===== src/hw/rtl/cbt_pkg.sv =====
// ----------------------------------------------------------------------------
// Cycle budget throttle package
// Widths, codes, register map, state type and budget saturation.
// ----------------------------------------------------------------------------
package cbt_pkg;

	localparam int FRAC_BITS     = 16;
	localparam int ACC_WIDTH_DEF = 32;

	localparam int FUNC_W    = 3;
	localparam int US_W      = 20;
	localparam int CYCLES_W  = 16;
	localparam int RATE_IN_W = 32;
	localparam int SPEED_W   = 16;
	localparam int MINC_W    = 8;
	localparam int WAKE_W    = 32;
	localparam int SLICE_W   = 32;
	localparam int DATA_W    = 32;
	localparam int PADDR_W   = 5;
	localparam int REG_IDX_W = 3;

	localparam int SPEED_FRAC = 8;
	localparam logic [SPEED_W-1:0] SPEED_ONE = SPEED_W'(256);

	localparam int BUDGET_W = 48;
	localparam int DEBT_W   = 47;
	localparam int RATE_W   = 40;
	localparam int MUL_A_W  = RATE_W;
	localparam int MUL_B_W  = US_W;
	localparam int MUL_P_W  = MUL_A_W + MUL_B_W;
	localparam int DIV_N_W  = BUDGET_W;
	localparam int DIV_D_W  = RATE_W;
	localparam int THR_W    = MUL_P_W + 1 - FRAC_BITS;
	localparam int NB_W     = MUL_P_W + 2;

	localparam logic signed [NB_W-1:0] BUDGET_MAX = NB_W'({DEBT_W{1'b1}});

	localparam logic [FUNC_W-1:0] FUNC_ADVANCE     = 3'd0;
	localparam logic [FUNC_W-1:0] FUNC_CHARGE      = 3'd1;
	localparam logic [FUNC_W-1:0] FUNC_BEGIN_SLICE = 3'd2;
	localparam logic [FUNC_W-1:0] FUNC_RECORD      = 3'd3;
	localparam logic [FUNC_W-1:0] FUNC_STEP        = 3'd4;
	localparam logic [FUNC_W-1:0] FUNC_RESTART     = 3'd5;

	localparam int RUN_THROTTLED = 0;
	localparam int RUN_PAUSED    = 1;

	localparam logic [REG_IDX_W-1:0] REG_BASE_RATE     = 3'd0;
	localparam logic [REG_IDX_W-1:0] REG_SPEED_MULT    = 3'd1;
	localparam logic [REG_IDX_W-1:0] REG_RUN_MODE      = 3'd2;
	localparam logic [REG_IDX_W-1:0] REG_MIN_CYCLES    = 3'd3;
	localparam logic [REG_IDX_W-1:0] REG_CATCH_UP_US   = 3'd4;
	localparam logic [REG_IDX_W-1:0] REG_EXEC_SLICE_US = 3'd5;
	localparam logic [REG_IDX_W-1:0] REG_SERV_SLICE_US = 3'd6;
	localparam logic [REG_IDX_W-1:0] REG_MIN_SLEEP_US  = 3'd7;

	typedef struct packed {
		logic [RATE_IN_W-1:0] base_rate;
		logic [SPEED_W-1:0]   speed_mult;
		logic [1:0]           run_mode;
		logic [MINC_W-1:0]    min_cycles;
		logic [US_W-1:0]      catch_up_us;
		logic [US_W-1:0]      exec_slice_us;
		logic [US_W-1:0]      serv_slice_us;
		logic [US_W-1:0]      min_sleep_us;
	} cfg_t;

	typedef enum logic [4:0] {
		ST_IDLE,
		ST_RATE,
		ST_RATE_W,
		ST_DISPATCH,
		ST_ADV_P1,
		ST_ADV_P1_W,
		ST_ADV_P2,
		ST_ADV_P2_W,
		ST_ADV_CAP,
		ST_THR_EX,
		ST_THR_EX_W,
		ST_THR_SV,
		ST_THR_SV_W,
		ST_REC,
		ST_WAKE,
		ST_WAKE_W,
		ST_EMIT
	} state_t;

	function automatic logic signed [BUDGET_W-1:0] sat_budget(input logic signed [NB_W-1:0] v);
		if (v > BUDGET_MAX) begin
			return BUDGET_MAX[BUDGET_W-1:0];
		end else if (v < -BUDGET_MAX) begin
			return -BUDGET_MAX[BUDGET_W-1:0];
		end
		return v[BUDGET_W-1:0];
	endfunction

endpackage


===== src/hw/rtl/cycle_budget_throttle_unit.sv =====
// ----------------------------------------------------------------------------
// Cycle budget throttle unit
// Token-bucket pacing of emulated execution with a signed Q32.16 budget.
// ----------------------------------------------------------------------------
// Usage:
//   Input channel item_valid/item_stall carries func, elapsed_us and cycles.
//   One result per item leaves on result_valid/result_stall, held in an
//   output register; the next item is taken while a result still waits.
//   Registers are to be written over the APB-style port only while the
//   block is idle; the block itself does not enforce this. Every item
//   first forms the effective rate on the serial multiplier. An advance
//   that is not paused adds two more 20-bit serial multiplies, a record
//   item adds two for its thresholds, and an item that leaves the budget
//   short while throttled and not paused runs the 48-bit serial divider
//   for the wait. One item is in flight at a time, and the shared
//   multiplier and divider set how fast items go through.
//   Reset clears the budget, slice counters, step request and result valid,
//   and loads the register defaults. A stalled result holds its value, and
//   a finished item waits in its last state until the output register frees.
// ----------------------------------------------------------------------------
module cycle_budget_throttle_unit import cbt_pkg::*; #(
	parameter int ACC_WIDTH = ACC_WIDTH_DEF
) (
	input  logic                       clk,
	input  logic                       arst_n,
	input  logic                       psel,
	input  logic                       penable,
	input  logic                       pwrite,
	input  logic [PADDR_W-1:0]         paddr,
	input  logic [DATA_W-1:0]          pwdata,
	output logic [DATA_W-1:0]          prdata,
	output logic                       pready,
	input  logic                       item_valid,
	output logic                       item_stall,
	input  logic [FUNC_W-1:0]          func,
	input  logic [US_W-1:0]            elapsed_us,
	input  logic [CYCLES_W-1:0]        cycles,
	output logic                       result_valid,
	input  logic                       result_stall,
	output logic                       can_execute,
	output logic signed [BUDGET_W-1:0] cycle_budget,
	output logic [DEBT_W-1:0]          cycle_debt,
	output logic [SLICE_W-1:0]         slice_cycles,
	output logic                       slice_complete,
	output logic                       service_due,
	output logic                       budget_clamped,
	output logic                       step_granted,
	output logic [WAKE_W-1:0]          wake_after_us
);

	localparam int CMP_W = (ACC_WIDTH > THR_W) ? ACC_WIDTH : THR_W;
	localparam int SX_W  = (ACC_WIDTH > SLICE_W) ? ACC_WIDTH : SLICE_W;
	localparam logic [MUL_P_W:0] ROUND = (MUL_P_W + 1)'((64'd1 << FRAC_BITS) - 64'd1);

	cfg_t   cfg;
	state_t state_q, state_d;

	logic                 throttled, paused;
	logic [SPEED_W-1:0]   m_eff;
	logic [US_W-1:0]      ex_us, sv_us;

	logic                 mul_start, mul_busy;
	logic [MUL_A_W-1:0]   mul_a;
	logic [MUL_B_W-1:0]   mul_b;
	logic [MUL_P_W-1:0]   mul_prod;
	logic                 div_start, div_busy;
	logic [DIV_N_W-1:0]   div_quot;

	logic [FUNC_W-1:0]    func_q;
	logic [US_W-1:0]      elapsed_q;
	logic [CYCLES_W-1:0]  cycles_q;
	logic [RATE_W-1:0]    rate_q;
	logic [MUL_P_W-1:0]   p1_q, cap_q;
	logic signed [NB_W-1:0] nb_q;
	logic [THR_W-1:0]     thr_ex_q, thr_sv_q;
	logic complete_q, due_q, clamped_q, granted_q;
	logic [WAKE_W-1:0]    wake_q;

	logic signed [BUDGET_W-1:0] budget_q;
	logic [ACC_WIDTH-1:0] exec_acc_q, serv_acc_q;
	logic                 step_pending_q;
	logic                 result_valid_q;

	logic                       can_execute_q;
	logic signed [BUDGET_W-1:0] cycle_budget_q;
	logic [DEBT_W-1:0]          cycle_debt_q;
	logic [SLICE_W-1:0]         slice_cycles_q;
	logic complete_out_q, due_out_q, clamped_out_q, granted_out_q;
	logic [WAKE_W-1:0]          wake_out_q;

	logic signed [BUDGET_W-1:0] minq;
	logic signed [NB_W-1:0]     budget_ext;
	logic [CYCLES_W-1:0]        charge_c;
	logic signed [NB_W-1:0]     charge_nb;
	logic signed [BUDGET_W-1:0] charge_budget;
	logic [MUL_P_W-1:0]         cap_cur;
	logic                       adv_over;
	logic signed [BUDGET_W-1:0] adv_budget;
	logic [MUL_P_W:0]           thr_round;
	logic [THR_W-1:0]           thr_raw, thr_cur;
	logic [ACC_WIDTH:0]         exec_sum, serv_sum;
	logic [ACC_WIDTH-1:0]       exec_new, serv_new;
	logic                       exec_hit, serv_hit;
	logic                       wake_cond;
	logic signed [BUDGET_W:0]   deficit_full;
	logic [WAKE_W-1:0]          wake_cur;
	logic                       out_free;
	logic signed [BUDGET_W-1:0] budget_neg;
	logic [SX_W-1:0]            exec_x;

	cbt_regs u_regs (
		.clk     (clk),
		.arst_n  (arst_n),
		.psel    (psel),
		.penable (penable),
		.pwrite  (pwrite),
		.paddr   (paddr),
		.pwdata  (pwdata),
		.prdata  (prdata),
		.pready  (pready),
		.cfg     (cfg)
	);

	cbt_mul #(.A_W(MUL_A_W), .B_W(MUL_B_W)) u_mul (
		.clk     (clk),
		.arst_n  (arst_n),
		.start   (mul_start),
		.a       (mul_a),
		.b       (mul_b),
		.busy    (mul_busy),
		.product (mul_prod)
	);

	cbt_div #(.N_W(DIV_N_W), .D_W(DIV_D_W)) u_div (
		.clk      (clk),
		.arst_n   (arst_n),
		.start    (div_start),
		.dividend (deficit_full[BUDGET_W-1:0]),
		.divisor  (rate_q),
		.busy     (div_busy),
		.quotient (div_quot)
	);

	assign throttled = cfg.run_mode[RUN_THROTTLED];
	assign paused    = cfg.run_mode[RUN_PAUSED];
	assign m_eff     = (cfg.speed_mult == '0) ? SPEED_ONE : cfg.speed_mult;
	assign ex_us     = (cfg.exec_slice_us == '0) ? US_W'(1) : cfg.exec_slice_us;
	assign sv_us     = (cfg.serv_slice_us == '0) ? ex_us : cfg.serv_slice_us;
	assign out_free  = !result_valid_q || !result_stall;

	assign minq       = $signed(BUDGET_W'({cfg.min_cycles, {FRAC_BITS{1'b0}}}));
	assign budget_ext = $signed({{(NB_W - BUDGET_W){budget_q[BUDGET_W-1]}}, budget_q});

	// charge
	always_comb begin
		charge_c  = (cycles_q > CYCLES_W'(cfg.min_cycles)) ? cycles_q : CYCLES_W'(cfg.min_cycles);
		charge_nb = budget_ext - $signed(NB_W'({charge_c, {FRAC_BITS{1'b0}}}));
		if ((!throttled || paused) && charge_nb < 0) begin
			charge_nb = '0;
		end
		charge_budget = sat_budget(charge_nb);
	end

	// advance
	assign cap_cur    = (mul_prod < MUL_P_W'(unsigned'(minq))) ? MUL_P_W'(unsigned'(minq))
			: mul_prod;
	assign adv_over   = nb_q > $signed({2'b00, cap_q});
	assign adv_budget = sat_budget(adv_over ? $signed({2'b00, cap_q}) : nb_q);

	// slice thresholds
	assign thr_round = {1'b0, mul_prod} + ROUND;
	assign thr_raw   = thr_round[MUL_P_W:FRAC_BITS];
	assign thr_cur   = (thr_raw < THR_W'(cfg.min_cycles)) ? THR_W'(cfg.min_cycles) : thr_raw;

	// record
	assign exec_sum = {1'b0, exec_acc_q} + (ACC_WIDTH + 1)'(cycles_q);
	assign serv_sum = {1'b0, serv_acc_q} + (ACC_WIDTH + 1)'(cycles_q);
	assign exec_new = exec_sum[ACC_WIDTH] ? '1 : exec_sum[ACC_WIDTH-1:0];
	assign serv_new = serv_sum[ACC_WIDTH] ? '1 : serv_sum[ACC_WIDTH-1:0];
	assign exec_hit = CMP_W'(exec_new) >= CMP_W'(thr_ex_q);
	assign serv_hit = CMP_W'(serv_new) >= CMP_W'(thr_sv_q);

	// wait time
	assign wake_cond    = throttled && !paused && (rate_q != '0) && (budget_q < minq);
	assign deficit_full = {minq[BUDGET_W-1], minq} - {budget_q[BUDGET_W-1], budget_q};
	assign wake_cur     = (div_quot < DIV_N_W'(cfg.min_sleep_us)) ? '0
			: (|div_quot[DIV_N_W-1:WAKE_W]) ? '1 : div_quot[WAKE_W-1:0];

	assign budget_neg = -budget_q;
	assign exec_x     = SX_W'(exec_acc_q);

	// next state
	always_comb begin
		state_d = state_q;
		case (state_q)
			ST_IDLE:     if (item_valid) state_d = ST_RATE;
			ST_RATE:     state_d = ST_RATE_W;
			ST_RATE_W:   if (!mul_busy) state_d = ST_DISPATCH;
			ST_DISPATCH: begin
				case (func_q)
					FUNC_ADVANCE: state_d = paused ? ST_WAKE : ST_ADV_P1;
					FUNC_RECORD:  state_d = ST_THR_EX;
					default:      state_d = ST_WAKE;
				endcase
			end
			ST_ADV_P1:   state_d = ST_ADV_P1_W;
			ST_ADV_P1_W: if (!mul_busy) state_d = ST_ADV_P2;
			ST_ADV_P2:   state_d = ST_ADV_P2_W;
			ST_ADV_P2_W: if (!mul_busy) state_d = ST_ADV_CAP;
			ST_ADV_CAP:  state_d = ST_WAKE;
			ST_THR_EX:   state_d = ST_THR_EX_W;
			ST_THR_EX_W: if (!mul_busy) state_d = ST_THR_SV;
			ST_THR_SV:   state_d = ST_THR_SV_W;
			ST_THR_SV_W: if (!mul_busy) state_d = ST_REC;
			ST_REC:      state_d = ST_WAKE;
			ST_WAKE:     state_d = wake_cond ? ST_WAKE_W : ST_EMIT;
			ST_WAKE_W:   if (!div_busy) state_d = ST_EMIT;
			ST_EMIT:     if (out_free) state_d = ST_IDLE;
			default:     state_d = ST_IDLE;
		endcase
	end

	// state outputs
	always_comb begin
		item_stall = 1'b1;
		mul_start  = 1'b0;
		mul_a      = '0;
		mul_b      = '0;
		div_start  = 1'b0;
		case (state_q)
			ST_IDLE: item_stall = 1'b0;
			ST_RATE: begin
				mul_start = 1'b1;
				mul_a     = MUL_A_W'(cfg.base_rate);
				mul_b     = MUL_B_W'(m_eff);
			end
			ST_ADV_P1: begin
				mul_start = 1'b1;
				mul_a     = rate_q;
				mul_b     = elapsed_q;
			end
			ST_ADV_P2: begin
				mul_start = 1'b1;
				mul_a     = rate_q;
				mul_b     = cfg.catch_up_us;
			end
			ST_THR_EX: begin
				mul_start = 1'b1;
				mul_a     = MUL_A_W'(cfg.base_rate);
				mul_b     = ex_us;
			end
			ST_THR_SV: begin
				mul_start = 1'b1;
				mul_a     = MUL_A_W'(cfg.base_rate);
				mul_b     = sv_us;
			end
			ST_WAKE: div_start = wake_cond;
			default: ;
		endcase
	end

	always_ff @(posedge clk or negedge arst_n) begin
		if (!arst_n) begin
			state_q        <= ST_IDLE;
			budget_q       <= '0;
			exec_acc_q     <= '0;
			serv_acc_q     <= '0;
			step_pending_q <= 1'b0;
			result_valid_q <= 1'b0;
		end else begin
			state_q <= state_d;
			if (result_valid_q && !result_stall && state_q != ST_EMIT) begin
				result_valid_q <= 1'b0;
			end
			case (state_q)
				ST_DISPATCH: begin
					case (func_q)
						FUNC_CHARGE: begin
							budget_q <= charge_budget;
							if (paused) begin
								step_pending_q <= 1'b0;
							end
						end
						FUNC_BEGIN_SLICE: exec_acc_q <= '0;
						FUNC_STEP:        step_pending_q <= 1'b1;
						FUNC_RESTART: begin
							budget_q   <= '0;
							exec_acc_q <= '0;
							serv_acc_q <= '0;
						end
						default: ;
					endcase
				end
				ST_ADV_CAP: budget_q <= adv_budget;
				ST_REC: begin
					exec_acc_q <= exec_new;
					serv_acc_q <= serv_hit ? '0 : serv_new;
				end
				ST_EMIT: if (out_free) result_valid_q <= 1'b1;
				default: ;
			endcase
		end
	end

	always_ff @(posedge clk) begin
		case (state_q)
			ST_IDLE: begin
				if (item_valid) begin
					func_q     <= func;
					elapsed_q  <= elapsed_us;
					cycles_q   <= cycles;
					complete_q <= 1'b0;
					due_q      <= 1'b0;
					clamped_q  <= 1'b0;
					granted_q  <= 1'b0;
					wake_q     <= '0;
				end
			end
			ST_RATE_W:   if (!mul_busy) rate_q <= mul_prod[SPEED_FRAC +: RATE_W];
			ST_DISPATCH: if (func_q == FUNC_CHARGE) granted_q <= paused && step_pending_q;
			ST_ADV_P1_W: if (!mul_busy) p1_q <= mul_prod;
			ST_ADV_P2_W: begin
				if (!mul_busy) begin
					nb_q  <= budget_ext + $signed({2'b00, p1_q});
					cap_q <= cap_cur;
				end
			end
			ST_ADV_CAP:  clamped_q <= adv_over;
			ST_THR_EX_W: if (!mul_busy) thr_ex_q <= thr_cur;
			ST_THR_SV_W: if (!mul_busy) thr_sv_q <= thr_cur;
			ST_REC: begin
				complete_q <= exec_hit;
				due_q      <= serv_hit;
			end
			ST_WAKE_W:   if (!div_busy) wake_q <= wake_cur;
			ST_EMIT: begin
				if (out_free) begin
					if (paused) begin
						can_execute_q <= step_pending_q;
					end else if (!throttled) begin
						can_execute_q <= 1'b1;
					end else begin
						can_execute_q <= budget_q >= minq;
					end
					cycle_budget_q <= budget_q;
					cycle_debt_q   <= budget_q[BUDGET_W-1] ? budget_neg[DEBT_W-1:0] : '0;
					slice_cycles_q <= (exec_x > SX_W'({SLICE_W{1'b1}})) ? '1
							: exec_x[SLICE_W-1:0];
					complete_out_q <= complete_q;
					due_out_q      <= due_q;
					clamped_out_q  <= clamped_q;
					granted_out_q  <= granted_q;
					wake_out_q     <= wake_q;
				end
			end
			default: ;
		endcase
	end

	assign result_valid   = result_valid_q;
	assign can_execute    = can_execute_q;
	assign cycle_budget   = cycle_budget_q;
	assign cycle_debt     = cycle_debt_q;
	assign slice_cycles   = slice_cycles_q;
	assign slice_complete = complete_out_q;
	assign service_due    = due_out_q;
	assign budget_clamped = clamped_out_q;
	assign step_granted   = granted_out_q;
	assign wake_after_us  = wake_out_q;

endmodule


===== src/hw/rtl/cbt_mul.sv =====
// ----------------------------------------------------------------------------
// Cycle budget throttle: serial multiplier
// Shift-add multiplier, one multiplier bit per cycle.
// ----------------------------------------------------------------------------
module cbt_mul import cbt_pkg::*; #(
	parameter int A_W = MUL_A_W,
	parameter int B_W = MUL_B_W
) (
	input  logic               clk,
	input  logic               arst_n,
	input  logic               start,
	input  logic [A_W-1:0]     a,
	input  logic [B_W-1:0]     b,
	output logic               busy,
	output logic [A_W+B_W-1:0] product
);

	localparam int CNT_W = $clog2(B_W);

	logic               run_q;
	logic [CNT_W-1:0]   cnt_q;
	logic [A_W-1:0]     a_q;
	logic [A_W+B_W-1:0] p_q;
	logic [A_W:0]       sum;

	assign sum = {1'b0, p_q[A_W+B_W-1:B_W]} + (p_q[0] ? {1'b0, a_q} : '0);

	always_ff @(posedge clk or negedge arst_n) begin
		if (!arst_n) begin
			run_q <= 1'b0;
			cnt_q <= '0;
		end else if (start) begin
			run_q <= 1'b1;
			cnt_q <= '0;
		end else if (run_q) begin
			cnt_q <= cnt_q + 1'b1;
			if (cnt_q == CNT_W'(B_W - 1)) begin
				run_q <= 1'b0;
			end
		end
	end

	always_ff @(posedge clk) begin
		if (start) begin
			a_q <= a;
			p_q <= {{A_W{1'b0}}, b};
		end else if (run_q) begin
			p_q <= {sum, p_q[B_W-1:1]};
		end
	end

	assign busy    = run_q;
	assign product = p_q;

endmodule


===== src/hw/rtl/cbt_div.sv =====
// ----------------------------------------------------------------------------
// Cycle budget throttle: serial divider
// Restoring divider, one quotient bit per cycle.
// ----------------------------------------------------------------------------
module cbt_div import cbt_pkg::*; #(
	parameter int N_W = DIV_N_W,
	parameter int D_W = DIV_D_W
) (
	input  logic           clk,
	input  logic           arst_n,
	input  logic           start,
	input  logic [N_W-1:0] dividend,
	input  logic [D_W-1:0] divisor,
	output logic           busy,
	output logic [N_W-1:0] quotient
);

	localparam int CNT_W = $clog2(N_W);

	logic             run_q;
	logic [CNT_W-1:0] cnt_q;
	logic [D_W-1:0]   d_q;
	logic [D_W-1:0]   rem_q;
	logic [N_W-1:0]   q_q;
	logic [D_W:0]     trial;
	logic [D_W+1:0]   diff;
	logic             ge;

	assign trial = {rem_q, q_q[N_W-1]};
	assign diff  = {1'b0, trial} - {2'b00, d_q};
	assign ge    = !diff[D_W+1];

	always_ff @(posedge clk or negedge arst_n) begin
		if (!arst_n) begin
			run_q <= 1'b0;
			cnt_q <= '0;
		end else if (start) begin
			run_q <= 1'b1;
			cnt_q <= '0;
		end else if (run_q) begin
			cnt_q <= cnt_q + 1'b1;
			if (cnt_q == CNT_W'(N_W - 1)) begin
				run_q <= 1'b0;
			end
		end
	end

	always_ff @(posedge clk) begin
		if (start) begin
			d_q   <= divisor;
			rem_q <= '0;
			q_q   <= dividend;
		end else if (run_q) begin
			rem_q <= ge ? diff[D_W-1:0] : trial[D_W-1:0];
			q_q   <= {q_q[N_W-2:0], ge};
		end
	end

	assign busy     = run_q;
	assign quotient = q_q;

endmodule


===== src/hw/rtl/cbt_regs.sv =====
// ----------------------------------------------------------------------------
// Cycle budget throttle: configuration registers
// APB-style register file with read-back; one 32-bit word per register.
// ----------------------------------------------------------------------------
module cbt_regs import cbt_pkg::*; (
	input  logic               clk,
	input  logic               arst_n,
	input  logic               psel,
	input  logic               penable,
	input  logic               pwrite,
	input  logic [PADDR_W-1:0] paddr,
	input  logic [DATA_W-1:0]  pwdata,
	output logic [DATA_W-1:0]  prdata,
	output logic               pready,
	output cfg_t               cfg
);

	cfg_t                 cfg_q;
	logic [REG_IDX_W-1:0] idx;
	logic                 wr_en;

	assign pready = 1'b1;
	assign idx    = paddr[PADDR_W-1:2];
	assign wr_en  = psel && penable && pwrite && pready;

	always_ff @(posedge clk or negedge arst_n) begin
		if (!arst_n) begin
			cfg_q.base_rate     <= RATE_IN_W'(65536);
			cfg_q.speed_mult    <= SPEED_ONE;
			cfg_q.run_mode      <= 2'b01;
			cfg_q.min_cycles    <= MINC_W'(4);
			cfg_q.catch_up_us   <= US_W'(100000);
			cfg_q.exec_slice_us <= US_W'(1000);
			cfg_q.serv_slice_us <= '0;
			cfg_q.min_sleep_us  <= US_W'(1000);
		end else if (wr_en) begin
			case (idx)
				REG_BASE_RATE:     cfg_q.base_rate     <= pwdata[RATE_IN_W-1:0];
				REG_SPEED_MULT:    cfg_q.speed_mult    <= pwdata[SPEED_W-1:0];
				REG_RUN_MODE:      cfg_q.run_mode      <= pwdata[1:0];
				REG_MIN_CYCLES:    cfg_q.min_cycles    <= pwdata[MINC_W-1:0];
				REG_CATCH_UP_US:   cfg_q.catch_up_us   <= pwdata[US_W-1:0];
				REG_EXEC_SLICE_US: cfg_q.exec_slice_us <= pwdata[US_W-1:0];
				REG_SERV_SLICE_US: cfg_q.serv_slice_us <= pwdata[US_W-1:0];
				REG_MIN_SLEEP_US:  cfg_q.min_sleep_us  <= pwdata[US_W-1:0];
				default: ;
			endcase
		end
	end

	always_comb begin
		case (idx)
			REG_BASE_RATE:     prdata = DATA_W'(cfg_q.base_rate);
			REG_SPEED_MULT:    prdata = DATA_W'(cfg_q.speed_mult);
			REG_RUN_MODE:      prdata = DATA_W'(cfg_q.run_mode);
			REG_MIN_CYCLES:    prdata = DATA_W'(cfg_q.min_cycles);
			REG_CATCH_UP_US:   prdata = DATA_W'(cfg_q.catch_up_us);
			REG_EXEC_SLICE_US: prdata = DATA_W'(cfg_q.exec_slice_us);
			REG_SERV_SLICE_US: prdata = DATA_W'(cfg_q.serv_slice_us);
			REG_MIN_SLEEP_US:  prdata = DATA_W'(cfg_q.min_sleep_us);
			default:           prdata = '0;
		endcase
	end

	assign cfg = cfg_q;

endmodule


===== config.mk =====
export PLATFORM = sky130hd
export DESIGN_NAME = cycle_budget_throttle_unit
export DESIGN_NICKNAME = d
export VERILOG_FILES = /design/src/hw/rtl/cbt_pkg.sv /design/src/hw/rtl/cycle_budget_throttle_unit.sv /design/src/hw/rtl/cbt_mul.sv /design/src/hw/rtl/cbt_div.sv /design/src/hw/rtl/cbt_regs.sv
export SDC_FILE = /design/constraint.sdc
export NUM_CORES = 2
export LEC_CHECK = 0
export ABC_CLOCK_PERIOD_IN_PS = 12750
export BUFFER_PORTS_ARGS = -buffer_cell sky130_fd_sc_hd__buf_2
export CORE_UTILIZATION = 62
export DETAILED_ROUTE_END_ITERATION = 8
export HOLD_SLACK_MARGIN = 0.05
export MAX_ROUTING_LAYER = met4
export PLACE_DENSITY = 0.8
export SLEW_MARGIN = 0
export SYNTH_ARGS = -nofsm -noshare
export SYNTH_HDL_FRONTEND = slang
export SYNTH_SLANG_ARGS = --single-unit
export TNS_END_PERCENT = 10

===== constraint.sdc =====
create_clock -name clk -period 12.75 [get_ports clk]
set_input_delay 2.55 -clock clk [delete_from_list [all_inputs] [get_ports clk]]
set_output_delay 2.55 -clock clk [all_outputs]
set_load 0.1 [all_outputs]

==> impl_metrics.yaml <==
worst_hold_path:
  hp-start: "wake_q[20]"
  hold_path_end: "wake_after_us[20]"
  min_path_type: "reg2reg"
  hold-path-cell-count: 0
critical_path:
  crit_path_start_kind: "flip-flop"
  setup.worst_path.class: "reg2reg"
  ff2ff_path_depth: 27
  r2r_end: "budget_q[4]"
  cp-end-kind: "flip-flop"
  reg2reg_setup_slack_ns: 4.70
  arrival_ns: 8.63
  worst-path-max-fanout: 17
  critPathRequiredTime_ns: 13.33
  reg2reg_from: "u_regs.cfg[81]"
finish:
  fin_util_pct: 69.8
  layoutNonFillerInstCount: 7040
  fin_nets: 6143
  area_growth_pct: 10.8
  drive_gt1_share_pct: 13.2
cts:
  clock_latency_ns: 0.72
  cts_buffers: 107
  cts.htree.levels: 3
  cts.sinks: 1049
  ctsResizeCount: 0
  path_clk_slew_ns: 0.07
  hold_buffers: 0
  post_cts_buffers: 0
  cts_tree: "done"
  cts_max_path_buffers: 3
  root_buffer: "clkbuf_16"
power:
  power.total_uw: 14500
  powerDensity_nw_per_um2: 226
  ir_drop_mv: 0.157
  p_leak_uw: 0.0270
synth:
  synth_edf_count: 699
  syn_inst: 5496
  synthMostInstantiatedCell: "edfxtp_1"
  synth.area.top_cells: "edfxtp_1 36%, dfrtp_1 11%, ha_1 7.9%"
  synth_seq_cells: 1049
  ys.flop_type: "edfxtp_1"
  synth.cell_area_um2: 58100
  synth_top_cell_by_area: "edfxtp_1"
  synth.top_cell.area_share_pct: 36.1
  synth_seq_area_share_pct: 50.5
  yosysWarnings: 0
  synth_cell_type_count: 98
  synth.avg_cell_area_um2: 10.6
  yosys-top-cells-count: "699 x edfxtp_1, 440 x nand2_1, 405 x nor2_1, 365 x ha_1, 332 x o21ai_0"
  synthArstFlopShare_pct: 25.7
  syn_nets: 5950
sta:
  period_share_pct: 63.1
  hold_slack_ns: 0.419
  setup_tns_ns: 0
  slew-limit-headroom_pct: 6.33
  clock_skew_ns: 0.0264
  hold_viol_final: 0
  finalSetupViolations: 0
  rsz0062_at_grt: "false"
  tightest_slew_ns: 1.40
  slew_viol_final: 0
  max_freq_mhz: 124
  fin_crit_ns: 8.05
place:
  place.gp.congestion: 1.01
  dp_cells: 6823
  dp_hpwl_mm: 136
  numPortBuffers: 278
floorplan:
  core_area_um2: 92200
  die_h_um: 308
  die_area_um2: 95000
  die_w_um: 308
  rows: 111
  start_util_pct: 63.0
  io_pins: 282
run_status:
  status: "complete, no violations"
grt:
  grt_first_pass_wirelength_mm: 272
  grt-ovfl-total: 0
  grt_usage_pct: 39.9
  first_global_vias: 43000
  antenna_found_initial: 16
  grt_start_max_net_pins: 152
job:
  drv_cap: 0
route:
  antenna_left: 0
  routedWlPerCell_um: 26.3
  avgViaCountPerCell: 6.56
  detailedRoute.firstIterationViolations: 5882
  drc_errors: 0
  dr.pass1.iters: 6
  vias: 46200
  drt-total-wl_mm: 185
[worst max-delay path, stage by stage (launching register included)]
cell and delay (ns):
dfrtp_1 0.56, inv_1 0.33, ha_1 0.39, nor2b_1 0.13, o21a_1 0.16, o21a_1 0.16, o21a_1 0.15, o21ai_0 0.16
nand2b_1 0.07, a21oi_1 0.15, nor2b_1 0.06, o22ai_1 0.14, and3_1 0.51, mux2i_1 0.24, ha_1 0.26, fa_1 0.42
nor2b_1 0.22, o21ai_0 0.19, a21o_1 0.28, a211oi_1 0.29, buf_4 0.23, or3_1 0.14, nand4_1 0.21, or4_4 0.62
or3_1 0.37, a21oi_2 0.53, nand2_2 0.50, a211o_1 0.42
[placed cells by master, fill, tap and decap left out, types with 80 or more instances in the layout]
cell and instances:
nor3_1 95, a21oi_1 317, nor4_1 88, nor2_1 402
dfxtp_1 80, dfrtp_1 246, nand4_1 80, edfxtp_1 699
clkbuf_16 107, ha_1 365, inv_1 308, xor2_1 104
o21ai_0 331, xnor2_1 202, nand2_1 439, o21a_1 82
and2_1 112, a21o_1 128, buf_2 277, nand3_1 102
mux2_2 136
[worst max-delay path by stage]
stage              startpoint              to  slack [ns]
2_1_floorplan    result_stall  budget_clamped        1.76
3_3_place_gp         paddr[4]      prdata[11]        5.00
3_5_place_dp   u_regs.cfg[81]     budget_q[9]        5.00
4_1_cts        u_regs.cfg[81]     budget_q[9]        4.94
5_1_grt           cycles_q[1]  serv_acc_q[30]        4.29
6_report       u_regs.cfg[81]     budget_q[4]        4.70
[cell families after synthesis]
group | Yosys count | share of synthesized area [%]
fa+ha+maj | 371 | 8.06
xor+xnor | 306 | 4.61
flops | 1049 | 50.5
buf+inv | 579 | 3.84
mux | 213 | 4.09
simple gates | 1613 | 13.6
other cells | 1 | 0.00645
compound gates | 1364 | 15.3
[final cells by class]
| type | instances | area, µm² |
|---|---|---|
| antenna | 14 | 35.0 |
| tap | 1243 | 1560 |
| inverter | 314 | 1180 |
| sequential | 1049 | 29400 |
| timing repair buffer | 349 | 1950 |
| fill | 6875 | 27800 |
| clock buffer | 124 | 2760 |
| clock inverter | 79 | 865 |
| multi-input combinational | 3868 | 26700 |
[per-layer routing]
layer  global-route usage [%]  share of wire, %
met5                        -                 0
met4                     23.3               7.0
met3                     7.40                11
met2                     58.0                44
met1                     52.3                39
[where the power goes]
part / internal, µW / leakage, µW / switching (µW)
clock network: 1850 / 0.00175 / 1430
registers: 4500 / 0.0105 / 972
logic: 2190 / 0.0147 / 3570
[flip-flops by register name (all words and copies together), names as in the netlist, 45 cells and up]
signal,cells
cycle_debt,47
budget_q,48
thr_sv_q,45
u_div.quotient,48
thr_ex_q,45
u_regs.cfg,138
u_mul.product,60
p1_q,60
nb_q,62
cycle_budget,48
cap_q,60
[per-stage QoR]
step,setup WS (ns),cell area [µm²]
6_report,4.70,64400
5_1_grt,4.29,64400
4_1_cts,4.94,64300
3_5_place_dp,5.00,60700
3_3_place_gp,5.00,60700
2_1_floorplan,1.76,58100
(Power assumes the default switching activity.)
